### config.mk
export PLATFORM = sky130hd
export DESIGN_NAME = calendar_add_days_inclusive_core_flat
export DESIGN_NICKNAME = d
export VERILOG_FILES = /design/src/design/cadi_pkg.sv /design/src/design/cadi_req_if.sv /design/src/design/cadi_rsp_if.sv /design/src/design/calendar_add_days_inclusive_core.sv /design/src/design/cadi_ctrl.sv /design/src/design/cadi_dp.sv /design/src/flat_wrapper.sv
export VERILOG_INCLUDE_DIRS = /design/src /design/src/design
export SDC_FILE = /design/constraint.sdc
export NUM_CORES = 1
export LEC_CHECK = 0
export ABC_AREA = 1
export BUFFER_PORTS_ARGS = -buffer_cell sky130_fd_sc_hd__buf_4
export CORE_MARGIN = 4
export CORE_UTILIZATION = 35
export CTS_CLUSTER_SIZE = 24
export DETAILED_ROUTE_END_ITERATION = 8
export SYNTH_ARGS = -nofsm -noshare
export SYNTH_HDL_FRONTEND = slang
export SYNTH_SLANG_ARGS = --single-unit
export TNS_END_PERCENT = 10
### constraint.sdc
create_clock -name i_clk -period 5.5 [get_ports i_clk]
set_input_delay 0.55 -clock i_clk [delete_from_list [all_inputs] [get_ports i_clk]]
set_output_delay 0.55 -clock i_clk [all_outputs]
set_load 0.01 [all_outputs]
### src/design/calendar_add_days_inclusive_core_assert.svh
// Assertion macros for the date-advance core.
// Used by the top level only; no other dependencies.
`ifndef CALENDAR_ADD_DAYS_INCLUSIVE_CORE_ASSERT_SVH
`define CALENDAR_ADD_DAYS_INCLUSIVE_CORE_ASSERT_SVH
`ifndef NO_ASSERTIONS
`define CADI_ASSERT_IMP(label, clk, rst_n, ante, cons) \
    label: assert property (@(posedge clk) disable iff (!rst_n) (ante) |-> (cons)) \
        else $error("assertion failed: same-cycle implication");
`define CADI_ASSERT_NXT(label, clk, rst_n, ante, cons) \
    label: assert property (@(posedge clk) disable iff (!rst_n) (ante) |=> (cons)) \
        else $error("assertion failed: next-cycle implication");
`else
`define CADI_ASSERT_IMP(label, clk, rst_n, ante, cons)
`define CADI_ASSERT_NXT(label, clk, rst_n, ante, cons)
`endif
`endif

### src/design/cadi_pkg.sv
// Shared types, constants and month-length function for the date-advance core.
// No dependencies.
package cadi_pkg;

    localparam int YEAR_W  = 16;
    localparam int MONTH_W = 4;
    localparam int DAY_W   = 5;
    localparam int COUNT_W = 9;
    localparam int TALLY_W = 16;

    localparam logic [MONTH_W-1:0] FIRST_MONTH     = 4'd1;
    localparam logic [MONTH_W-1:0] FEBRUARY        = 4'd2;
    localparam logic [MONTH_W-1:0] MONTHS_PER_YEAR = 4'd12;
    localparam logic [DAY_W-1:0]   LEAP_FEB_LEN    = 5'd29;

    // indexed by month; codes outside 1..12 have length zero
    localparam logic [DAY_W-1:0] MONTH_LEN [16] = '{
        5'd0, 5'd31, 5'd28, 5'd31, 5'd30, 5'd31, 5'd30, 5'd31,
        5'd31, 5'd30, 5'd31, 5'd30, 5'd31, 5'd0, 5'd0, 5'd0
    };

    typedef enum logic [1:0] {
        ST_IDLE,
        ST_WALK,
        ST_FIN,
        ST_DONE
    } t_state;

    typedef struct packed {
        logic load;
        logic step;
        logic fin;
        logic commit;
    } t_cmd;

    typedef struct packed {
        logic hit;
    } t_status;

    // leap rule: every fourth year, no century exception
    function automatic logic [DAY_W-1:0] days_in(input logic [YEAR_W-1:0] year,
                                                 input logic [MONTH_W-1:0] month);
        logic [DAY_W-1:0] len;
        len = MONTH_LEN[month];
        if (month == FEBRUARY && year[1:0] == 2'b00) begin
            len = LEAP_FEB_LEN;
        end
        return len;
    endfunction

endpackage

### src/design/cadi_req_if.sv
// Request channel: start date and inclusive day count, valid/ready handshake.
// Depends on cadi_pkg.
interface cadi_req_if;
    import cadi_pkg::*;

    logic               valid;
    logic               ready;
    logic [YEAR_W-1:0]  start_year;
    logic [MONTH_W-1:0] start_month;
    logic [DAY_W-1:0]   start_day;
    logic [COUNT_W-1:0] day_count;

    modport source (output valid, start_year, start_month, start_day, day_count,
                    input ready);
    modport sink   (input valid, start_year, start_month, start_day, day_count,
                    output ready);
endinterface

### src/design/cadi_rsp_if.sv
// Response channel: resulting date and found flag, valid/ready handshake.
// Depends on cadi_pkg.
interface cadi_rsp_if;
    import cadi_pkg::*;

    logic               valid;
    logic               ready;
    logic [YEAR_W-1:0]  end_year;
    logic [MONTH_W-1:0] end_month;
    logic [DAY_W-1:0]   end_day;
    logic               found;

    modport source (output valid, end_year, end_month, end_day, found, input ready);
    modport sink   (input valid, end_year, end_month, end_day, found, output ready);
endinterface

### src/design/calendar_add_days_inclusive_core.sv
// Date advance by an inclusive day count, one month step per cycle.
// Flow: load, then month steps until the target is found in walk step k (1..MONTH_STEPS),
// then day fix-up and commit; a miss commits after MONTH_STEPS steps. Output stalls hold the commit.
// One request at a time: the next is accepted in the cycle after the result is loaded
// into the output register.
// Reset (synchronous, active low) idles the controller and drops output valid; datapath not reset.
`include "calendar_add_days_inclusive_core_assert.svh"

module calendar_add_days_inclusive_core #(
    parameter int MONTH_STEPS = 13
) (
    input  logic       i_clk,
    input  logic       i_rst_n,
    cadi_req_if.sink   i_req,
    cadi_rsp_if.source o_rsp
);
    import cadi_pkg::*;

    t_cmd    cmd;
    t_status status;
    logic    in_ready;
    logic    out_valid;

    cadi_ctrl #(
        .MONTH_STEPS(MONTH_STEPS)
    ) u_ctrl (
        .i_clk       (i_clk),
        .i_rst_n     (i_rst_n),
        .i_in_valid  (i_req.valid),
        .i_out_ready (o_rsp.ready),
        .i_status    (status),
        .o_cmd       (cmd),
        .o_in_ready  (in_ready),
        .o_out_valid (out_valid)
    );

    cadi_dp u_dp (
        .i_clk         (i_clk),
        .i_cmd         (cmd),
        .i_start_year  (i_req.start_year),
        .i_start_month (i_req.start_month),
        .i_start_day   (i_req.start_day),
        .i_day_count   (i_req.day_count),
        .o_status      (status),
        .o_end_year    (o_rsp.end_year),
        .o_end_month   (o_rsp.end_month),
        .o_end_day     (o_rsp.end_day),
        .o_found       (o_rsp.found)
    );

    assign i_req.ready = in_ready;
    assign o_rsp.valid = out_valid;

    // a taken request keeps the core busy for at least the next cycle
    `CADI_ASSERT_NXT(a_busy_after_req, i_clk, i_rst_n, i_req.valid && in_ready, !in_ready)
    // controller issues at most one command per cycle
    `CADI_ASSERT_IMP(a_cmd_onehot, i_clk, i_rst_n, 1'b1,
                     $onehot0({cmd.load, cmd.step, cmd.fin, cmd.commit}))
    // a found result always lands on a real month
    `CADI_ASSERT_IMP(a_found_month, i_clk, i_rst_n, out_valid && o_rsp.found,
                     o_rsp.end_month >= FIRST_MONTH && o_rsp.end_month <= MONTHS_PER_YEAR)

endmodule

### src/design/cadi_ctrl.sv
// Controller for the date-advance core: sequences load, month steps, day fix-up
// and commit to the output register. Depends on cadi_pkg.
module cadi_ctrl #(
    parameter int MONTH_STEPS = 13
) (
    input  logic              i_clk,
    input  logic              i_rst_n,
    input  logic              i_in_valid,
    input  logic              i_out_ready,
    input  cadi_pkg::t_status i_status,
    output cadi_pkg::t_cmd    o_cmd,
    output logic              o_in_ready,
    output logic              o_out_valid
);
    import cadi_pkg::*;

    localparam int STEP_W = $clog2(MONTH_STEPS);
    localparam logic [STEP_W-1:0] LAST_STEP = STEP_W'(MONTH_STEPS - 1);

    t_state            r_state, n_state;
    logic [STEP_W-1:0] r_step, n_step;
    logic              r_out_valid, n_out_valid;
    logic              slot_free;

    assign slot_free = !r_out_valid || i_out_ready;

    always_comb begin
        n_state = r_state;
        case (r_state)
            ST_IDLE: begin
                if (i_in_valid) n_state = ST_WALK;
            end
            ST_WALK: begin
                if (i_status.hit) n_state = ST_FIN;
                else if (r_step == LAST_STEP) n_state = ST_DONE;
            end
            ST_FIN: n_state = ST_DONE;
            ST_DONE: begin
                if (slot_free) n_state = ST_IDLE;
            end
            default: n_state = ST_IDLE;
        endcase
    end

    always_comb begin
        o_cmd       = '0;
        o_in_ready  = 1'b0;
        n_step      = r_step;
        n_out_valid = r_out_valid && !i_out_ready;
        case (r_state)
            ST_IDLE: begin
                o_in_ready = 1'b1;
                o_cmd.load = i_in_valid;
                n_step     = '0;
            end
            ST_WALK: begin
                o_cmd.step = 1'b1;
                n_step     = r_step + 1'b1;
            end
            ST_FIN: o_cmd.fin = 1'b1;
            ST_DONE: begin
                if (slot_free) begin
                    o_cmd.commit = 1'b1;
                    n_out_valid  = 1'b1;
                end
            end
            default: ;
        endcase
    end

    always_ff @(posedge i_clk) begin
        if (!i_rst_n) begin
            r_state     <= ST_IDLE;
            r_step      <= '0;
            r_out_valid <= 1'b0;
        end else begin
            r_state     <= n_state;
            r_step      <= n_step;
            r_out_valid <= n_out_valid;
        end
    end

    assign o_out_valid = r_out_valid;

endmodule

### src/design/cadi_dp.sv
// Datapath for the date-advance core: working date, day tally and output
// register. Driven by cadi_ctrl commands. Depends on cadi_pkg.
module cadi_dp (
    input  logic                        i_clk,
    input  cadi_pkg::t_cmd              i_cmd,
    input  logic [cadi_pkg::YEAR_W-1:0]  i_start_year,
    input  logic [cadi_pkg::MONTH_W-1:0] i_start_month,
    input  logic [cadi_pkg::DAY_W-1:0]   i_start_day,
    input  logic [cadi_pkg::COUNT_W-1:0] i_day_count,
    output cadi_pkg::t_status           o_status,
    output logic [cadi_pkg::YEAR_W-1:0]  o_end_year,
    output logic [cadi_pkg::MONTH_W-1:0] o_end_month,
    output logic [cadi_pkg::DAY_W-1:0]   o_end_day,
    output logic                        o_found
);
    import cadi_pkg::*;

    logic [YEAR_W-1:0]  r_year, r_out_year;
    logic [MONTH_W-1:0] r_month, r_out_month;
    logic [DAY_W-1:0]   r_day, r_out_day;
    logic [COUNT_W-1:0] r_count;
    logic [TALLY_W-1:0] r_tally;
    logic               r_found, r_out_found;

    logic [YEAR_W-1:0]  adv_year, back_year;
    logic [MONTH_W-1:0] adv_month, back_month;
    logic [TALLY_W-1:0] load_tally;
    logic               hit;

    // first tally: days from the start day to the end of its month, 16-bit wrap
    assign load_tally = TALLY_W'(days_in(i_start_year, i_start_month))
                      - TALLY_W'(i_start_day) + TALLY_W'(1);

    assign hit = r_tally >= TALLY_W'(r_count);

    always_comb begin
        if (r_month >= MONTHS_PER_YEAR) begin
            adv_month = FIRST_MONTH;
            adv_year  = r_year + YEAR_W'(1);
        end else begin
            adv_month = r_month + FIRST_MONTH;
            adv_year  = r_year;
        end
    end

    // advance-then-step-back collapses to the current month, except for
    // out-of-range codes, which only occur on the first step
    always_comb begin
        back_month = r_month;
        back_year  = r_year;
        if (r_month == '0) begin
            back_month = MONTHS_PER_YEAR;
            back_year  = r_year - YEAR_W'(1);
        end else if (r_month > MONTHS_PER_YEAR) begin
            back_month = MONTHS_PER_YEAR;
        end
    end

    always_ff @(posedge i_clk) begin
        if (i_cmd.load) begin
            r_year  <= i_start_year;
            r_month <= i_start_month;
            r_day   <= i_start_day;
            r_count <= i_day_count;
            r_tally <= load_tally;
            r_found <= 1'b0;
        end else if (i_cmd.step) begin
            if (hit) begin
                r_tally <= r_tally - TALLY_W'(r_count);
                r_month <= back_month;
                r_year  <= back_year;
                r_found <= 1'b1;
            end else begin
                r_tally <= r_tally + TALLY_W'(days_in(adv_year, adv_month));
                r_month <= adv_month;
                r_year  <= adv_year;
            end
        end else if (i_cmd.fin) begin
            // only the low DAY_W bits of the tally enter the day
            r_day <= days_in(r_year, r_month) - r_tally[DAY_W-1:0];
        end
        if (i_cmd.commit) begin
            r_out_year  <= r_year;
            r_out_month <= r_month;
            r_out_day   <= r_day;
            r_out_found <= r_found;
        end
    end

    assign o_status.hit = hit;
    assign o_end_year   = r_out_year;
    assign o_end_month  = r_out_month;
    assign o_end_day    = r_out_day;
    assign o_found      = r_out_found;

endmodule
### src/flat_wrapper.sv
// flat-port wrapper written by rule: the top's interface ports become plain ports
module calendar_add_days_inclusive_core_flat import cadi_pkg::*;
#(
    parameter int MONTH_STEPS = 13
)
  (i_clk, i_rst_n, i_req_valid, i_req_start_year, i_req_start_month, i_req_start_day, i_req_day_count, i_req_ready, o_rsp_valid, o_rsp_end_year, o_rsp_end_month, o_rsp_end_day, o_rsp_found, o_rsp_ready);
  cadi_req_if i_req_i ();
  cadi_rsp_if o_rsp_i ();
  input  logic i_clk;
  input  logic i_rst_n;
  input wire logic [$bits(i_req_i.valid)-1:0] i_req_valid;
  input wire logic [$bits(i_req_i.start_year)-1:0] i_req_start_year;
  input wire logic [$bits(i_req_i.start_month)-1:0] i_req_start_month;
  input wire logic [$bits(i_req_i.start_day)-1:0] i_req_start_day;
  input wire logic [$bits(i_req_i.day_count)-1:0] i_req_day_count;
  output wire logic [$bits(i_req_i.ready)-1:0] i_req_ready;
  output wire logic [$bits(o_rsp_i.valid)-1:0] o_rsp_valid;
  output wire logic [$bits(o_rsp_i.end_year)-1:0] o_rsp_end_year;
  output wire logic [$bits(o_rsp_i.end_month)-1:0] o_rsp_end_month;
  output wire logic [$bits(o_rsp_i.end_day)-1:0] o_rsp_end_day;
  output wire logic [$bits(o_rsp_i.found)-1:0] o_rsp_found;
  input wire logic [$bits(o_rsp_i.ready)-1:0] o_rsp_ready;
  assign i_req_i.valid = i_req_valid;
  assign i_req_i.start_year = i_req_start_year;
  assign i_req_i.start_month = i_req_start_month;
  assign i_req_i.start_day = i_req_start_day;
  assign i_req_i.day_count = i_req_day_count;
  assign i_req_ready = i_req_i.ready;
  assign o_rsp_valid = o_rsp_i.valid;
  assign o_rsp_end_year = o_rsp_i.end_year;
  assign o_rsp_end_month = o_rsp_i.end_month;
  assign o_rsp_end_day = o_rsp_i.end_day;
  assign o_rsp_found = o_rsp_i.found;
  assign o_rsp_i.ready = o_rsp_ready;
  calendar_add_days_inclusive_core #(.MONTH_STEPS(MONTH_STEPS)) u_core (.i_clk(i_clk), .i_rst_n(i_rst_n), .i_req(i_req_i), .o_rsp(o_rsp_i));
endmodule
==> flow_metrics.env, run 1 <==
export IMPL_cts_buffers=9
export IMPL_synth_nets=871
export IMPL_outcome="completed"
export IMPL_grt_use_total=0.147
export IMPL_power_density_mw_per_mm2=553
export IMPL_syn_avg_cell_area_sq_um=7.71
export IMPL_fillCellCount=1709
export IMPL_hold_depth=1
export IMPL_finish_utilization=0.422
export IMPL_period_minus_slack_ns=3.26
export IMPL_cts_tree="done"
export IMPL_vias_per_cell=4.77
export IMPL_syn_to_final_growth_pct=16.3
export IMPL_cp_data_arrival_time_ns=3.35
export IMPL_grt_start_max_net_pins=49
export IMPL_r2r_slack_ns=2.24
export IMPL_antenna_found_initial=0
export IMPL_min_to="u_core.u_dp.r_count[6]"
export IMPL_grt_pass1_wl_mm=23.5
export IMPL_total_power_w=0.00392
export IMPL_ys_flop_type="edfxtp_1"
export IMPL_final_nets=936
export IMPL_wl_per_cell_microns=13.2
export IMPL_synth_warnings=0
export IMPL_netlist_area_sq_mm=0.00610
export IMPL_cp_start_kind="register"
export IMPL_cp_end_kind="register"
export IMPL_io_pins=66
export IMPL_reg2reg_depth=21
export IMPL_hold_buffers=0
export IMPL_initial_utilization=0.363
export IMPL_ys_seq_elements=84
export IMPL_dp_hpwl_mm=10.8
export IMPL_cts_root_buf="clkbuf_16"
export IMPL_die_w_microns=140
export IMPL_drv_cap=0
export IMPL_worst_pin_slew_ns=0.843
export IMPL_drt_initial_drc_count=382
export IMPL_drive_above_1_share=0.132
export IMPL_dp_worst_setup_slack_ns=2.24
export IMPL_drc=0
export IMPL_p_leak_nw=3.27
export IMPL_htreeDepth=3
export IMPL_netlist_instances=791
export IMPL_postCtsSetupBuffers=0
export IMPL_num_vias=5152
export IMPL_antenna_left=0
export IMPL_core_sq_mm=0.0168
export IMPL_die_y_microns=140
export IMPL_rsz0062_at_grt="false"
export IMPL_cts_sinks=84
export IMPL_crit_path_max_fanout=7
export IMPL_routabilityCongestion=0.843
export IMPL_hold_path_class="input pin to register"
export IMPL_worstSetupStartpoint="u_core.u_dp.r_month[2]"
export IMPL_num_rows=47
export IMPL_worstSkewPairLatency_ns=0.35
export IMPL_setup_viol_count_final=0
export IMPL_ir_worst_vdd_v=0.000202
export IMPL_first_pass_iters=5
export IMPL_wirelength_mm=14.3
export IMPL_clkTransAtPathRegs_ns=0.07
export IMPL_clock_skew_ns=0.00819
export IMPL_die_area_sq_mm=0.0196
export IMPL_timing_rr_end="u_core.u_dp.r_tally[8]"
export IMPL_hold_start="i_req_day_count[6]"
export IMPL_grt_pass1_vias=4807
export IMPL_synth_edf_count=76
export IMPL_slew_headroom=0.437
export IMPL_cts_resized_gates=0
export IMPL_overflow=0
export IMPL_io_buffers=65
export IMPL_finalCritPeriodShare=0.593
export IMPL_fmax_ghz=0.307
export IMPL_reg2reg_from="u_core.u_dp.r_month[2]"
export IMPL_cts_path_max_buffers=2
export IMPL_path_class="register to register"
export IMPL_cp_required_ns=5.59
export IMPL_seq_area_frac_synth=0.401
export IMPL_setup_tns_ns=0
export IMPL_diodes=0
export IMPL_async_flop_share=0
export IMPL_fin_ws_ns=2.24
export IMPL_finalHoldViolCount=0
export IMPL_maxSlewViolCount=0
export IMPL_synth_distinct_cells=44
metrics by stage:
stage          hold slack (ns)  std cells  instance area [sq um]
6_report                 0.373       1081                   7090
5_1_grt                  0.363       1081                   7090
4_1_cts                  0.359       1081                   7090
3_5_place_dp             0.405       1065                   6800
3_3_place_gp             0.402       1065                   6800
2_1_floorplan            0.400        791                   6100
cell families after synthesis:
| kind of cell | after synthesis | synth area share |
|---|---|---|
| xor gates and xnor gates | 30 | 0.0431 |
| AOI/OAI and AO/OA | 79 | 0.0731 |
| buffers and inverters | 127 | 0.0850 |
| and+or+nand+nor | 429 | 0.307 |
| DFF | 84 | 0.401 |
| adders and majority gates | 42 | 0.0911 |
state kept, by name, indices dropped and copies added (netlist names):
| name | flops |
|---|---|
| u_core.u_dp.r_found | 1 |
| u_core.u_dp.o_end_day | 5 |
| u_core.u_dp.r_year | 16 |
| u_core.u_dp.r_count | 9 |
| u_core.u_dp.o_found | 1 |
| u_core.u_dp.r_month | 4 |
| u_core.u_ctrl.o_out_valid | 1 |
| u_core.u_ctrl.r_step | 4 |
| u_core.u_dp.o_end_month | 4 |
| u_core.u_dp.o_end_year | 16 |
| u_core.u_dp.r_day | 5 |
| u_core.u_dp.r_tally | 16 |
| u_core.u_ctrl.r_state | 2 |
where the power goes:
group | internal (W) | total [W] | switching (W)
Clock | 0.000352 | 0.000612 | 0.000260
Combinational | 0.000763 | 0.00206 | 0.00130
Sequential | 0.00105 | 0.00124 | 0.000192
cells in the mapped netlist, types with 2 or more instances:
library cell,count,area (sq um)
a31oi_1,2,12.5
nand2_2,4,25.0
buf_1,2,7.51
nand3_1,60,300
edfxtp_1,76,2280
nor2_4,2,22.5
nor3_1,14,70.1
inv_1,107,402
a21oi_1,32,160
xnor2_1,6,52.6
nand3b_1,3,22.5
inv_2,4,15.0
nand2_4,2,22.5
o22ai_1,2,12.5
nor2_2,4,25.0
o21ai_2,2,17.5
nor2_1,93,349
nand4_1,11,68.8
clkbuf_1,4,15.0
or2_0,2,12.5
ha_1,38,475
fa_1,4,80.1
o21ai_0,22,110
a211oi_1,3,22.5
buf_2,3,15.0
nand3_2,2,20.0
dfxtp_1,8,160
nand2_1,222,833
xor2_1,24,210
o211ai_1,6,45.0
buf_6,4,45.0
or2_2,5,31.3
o21ai_1,7,35.0
routing by layer:
| layer | vias to the layer above | GRT usage | wire, microns |
|---|---|---|---|
| li1 | 2714 | - | - |
| met1 | 2305 | 0.202 | 6750 |
| met2 | 118 | 0.230 | 6480 |
| met3 | 15 | 0.0252 | 756 |
| met4 | 0 | 0.0602 | 292 |
| met5 | - | 0 | 0 |
placed cells by master, fill, tap and decap left out, drive strengths merged, types with 2 or more instances in the layout:
cell	Yosys	routed
a31oi	2	2
nor2	100	100
xnor2	6	6
clkbuf	5	10
fa	4	4
nor3	15	15
clkinv	0	3
edfxtp	76	76
o22ai	2	2
o21ai	31	31
nand4	11	11
inv	112	113
dfxtp	8	8
o211ai	7	7
buf	10	69
nand2	229	229
a211oi	3	3
a21oi	32	32
or2	7	7
nand3b	3	3
xor2	24	24
ha	38	38
nand3	62	62
layout make-up:
class / instances / area, sq um / area share
clock inverters: 6 / 63.8 / 0.00900
repair buffers: 69 / 518 / 0.0730
multi-input cells: 580 / 3140 / 0.443
clock buffers: 10 / 229 / 0.0323
well taps: 220 / 275 / 0.0388
flip-flops and latches: 84 / 2440 / 0.344
inverters: 112 / 423 / 0.0596
worst max-delay path by stage:
stage / end / slack [ns] / depth (start not counted)
5_1_grt: u_core.u_dp.r_tally[8] / 1.94 / 21
3_3_place_gp: u_core.u_dp.r_tally[8] / 2.34 / 21
6_report: u_core.u_dp.r_tally[8] / 2.24 / 21
2_1_floorplan: u_core.u_dp.r_tally[8] / 2.60 / 21
3_5_place_dp: u_core.u_dp.r_tally[8] / 2.24 / 21
4_1_cts: u_core.u_dp.r_tally[8] / 2.23 / 21
critical path: stages (launching register included):
cell      delay [ns]
edfxtp_1        0.51
nand2_4         0.14
inv_1           0.13
nor2_1          0.15
inv_1           0.08
or2_2           0.31
nor2_1          0.12
nand4_1         0.10
o211ai_1        0.12
ha_1            0.21
inv_1           0.05
fa_1            0.39
inv_1           0.08
nand3_1         0.06
nand2_1         0.10
nand3_1         0.07
o211ai_1        0.08
nand2_1         0.07
nand2_1         0.05
nand2_1         0.04
nand2_1         0.05
nand2_1         0.05
No activity file was read; power rests on OpenSTA's default activity.
==> run 2: changes to the inputs <==
==> constraint.sdc (replaced) <==
create_clock -name i_clk -period 3.1 [get_ports i_clk]
set_input_delay 0.31 -clock i_clk [delete_from_list [all_inputs] [get_ports i_clk]]
set_output_delay 0.31 -clock i_clk [all_outputs]
set_load 0.01 [all_outputs]
==> flow_metrics.env, run 2 (synthesis gave the netlist of run 1 again) <==
export IMPL_hold_buffers=0
export IMPL_die_y_microns=140
export IMPL_final_common_cell="nand2_1"
export IMPL_syn_to_final_growth_pct=19.4
export IMPL_initial_utilization=0.363
export IMPL_diodes=0
export IMPL_ir_worst_vdd_v=0.000388
export IMPL_die_area_sq_mm=0.0196
export IMPL_clkTransAtPathRegs_ns=0.06
export IMPL_wirelength_mm=14.6
export IMPL_cts_buffers=9
export IMPL_outcome="completed"
export IMPL_power_density_mw_per_mm2=1000
export IMPL_grt_pass1_vias=4845
export IMPL_max_stage_delay_ns=0.43
export IMPL_first_pass_iters=7
export IMPL_io_buffers=65
export IMPL_htreeDepth=3
export IMPL_antenna_left=0
export IMPL_worstSkewPairLatency_ns=0.35
export IMPL_antenna_found_initial=0
export IMPL_cts_path_max_buffers=2
export IMPL_path_delay_family="simple AND/OR/NAND/NOR gates"
export IMPL_layout_common_cells="221 x nand2_1, 103 x inv_1, 90 x nor2_1"
export IMPL_slew_headroom=0.616
export IMPL_cts_tree="done"
export IMPL_total_power_w=0.00729
export IMPL_busiest_layer="met2"
export IMPL_period_minus_slack_ns=2.90
export IMPL_path_class="register to register"
export IMPL_worst_pin_slew_ns=0.561
export IMPL_cts_sinks=84
export IMPL_setup_viol_count_final=0
export IMPL_grt_util_met3=0.0232
export IMPL_cp_start_kind="register"
export IMPL_overflow=0
export IMPL_path_cells="ha_2, inv_2, nand3_2, o21ai_2, or2_4, nor2_4, nand4_1, o211ai_1, ha_2, inv_1, fa_2, inv_2, nand3_1, nand2_2, buf_4, xnor2_1, nand2_1, o211ai_2, nand2_1"
export IMPL_num_rows=47
export IMPL_seq_area_sq_mm=0.00244
export IMPL_final_nets=949
export IMPL_cp_end_kind="register"
export IMPL_num_vias=5208
export IMPL_hold_path_class="input pin to register"
export IMPL_path_buf_inv=4
export IMPL_drc=0
export IMPL_maxSlewViolCount=0
export IMPL_cp_data_arrival_time_ns=3.00
export IMPL_grt_start_max_net_pins=48
export IMPL_fillCellCount=1747
export IMPL_grt_pass1_wl_mm=24.2
export IMPL_finish_utilization=0.433
export IMPL_wl_per_cell_microns=13.3
export IMPL_grt_use_total=0.151
export IMPL_fin_ws_ns=0.196
export IMPL_core_sq_mm=0.0168
export IMPL_drive_above_1_share=0.161
export IMPL_io_pins=66
export IMPL_dp_hpwl_mm=11.0
export IMPL_drt_initial_drc_count=338
export IMPL_rsz0062_at_grt="true"
export IMPL_vias_per_cell=4.76
export IMPL_gr_usage_met1=0.217
export IMPL_clock_skew_ns=0.00909
export IMPL_grtUsageMet2=0.232
export IMPL_finalCritPeriodShare=0.937
export IMPL_multiInputGateArea_sq_mm=0.00319
export IMPL_cts_root_buf="clkbuf_16"
export IMPL_fmax_ghz=0.344
export IMPL_critPathSlowestCell="edfxtp_1"
export IMPL_p_leak_nw=3.35
export IMPL_die_w_microns=140
export IMPL_drv_cap=0
export IMPL_finalHoldViolCount=0
export IMPL_routabilityCongestion=0.889
export IMPL_cp_required_ns=3.19
export IMPL_crit_path_max_fanout=4
export IMPL_dp_worst_setup_slack_ns=0.0485
-- run 2: worst register-to-register path, stage by stage (launching register included) --
cell,delay [ns]
edfxtp_1,0.43
ha_2,0.21
inv_2,0.05
nand3_2,0.07
o21ai_2,0.06
or2_4,0.24
nor2_4,0.11
nand4_1,0.08
o211ai_1,0.12
ha_2,0.21
inv_1,0.05
fa_2,0.37
inv_2,0.07
nand3_1,0.07
nand2_2,0.09
buf_4,0.11
xnor2_1,0.11
nand2_1,0.08
o211ai_2,0.06
nand2_1,0.06
-- run 2: cell type report --
type | instances | area share
clock buffers | 14 | 0.0407
flip-flops and latches | 84 | 0.336
well taps | 220 | 0.0378
multi-input cells | 580 | 0.438
clock inverters | 2 | 0.00533
inverters | 112 | 0.0581
repair buffers | 82 | 0.0846
-- run 2: worst paths after layout --
path	from	to	slack, ns	depth (start not counted)
max	u_core.u_dp.r_month[0]	u_core.u_dp.r_tally[4]	0.20	19
min	i_req_day_count[5]	u_core.u_dp.r_count[5]	0.14	1
max reg2reg	u_core.u_dp.r_month[0]	u_core.u_dp.r_tally[4]	0.20	19
min reg2reg	u_core.u_dp.r_day[1]	u_core.u_dp.o_end_day[1]	0.42	0
-- run 2: what timing repair did --
action                                  in CTS  in global routing
endpoints found under the setup margin       0                  7
gates resized for setup                      0                 18
buffers inserted                             0                  4
-- run 2: power breakdown --
group	total (W)	switching [W]	internal [W]
clock	0.00118	0.000436	0.000746
sequential	0.00220	0.000335	0.00186
combinational	0.00391	0.00241	0.00150
-- run 2: per-stage QoR --
| stage | TNS, ns | area [sq um] | std cells | hold slack, ns |
|---|---|---|---|---|
| finish | 0 | 7280 | 1094 | 0.140 |
| global route | -0.0391 | 7280 | 1094 | 0.129 |
| CTS | 0 | 7200 | 1090 | 0.124 |
| detailed placement | 0 | 6870 | 1074 | 0.408 |
| global placement | 0 | 6870 | 1074 | 0.400 |
| floorplan | 0 | 6100 | 791 | 0.400 |
-- run 2: per-layer routing --
layer  vias up  part of all wire
met5         -                 0
met4         0             0.019
met3        19             0.041
met2       102              0.44
met1      2350              0.50
li1       2737                 -
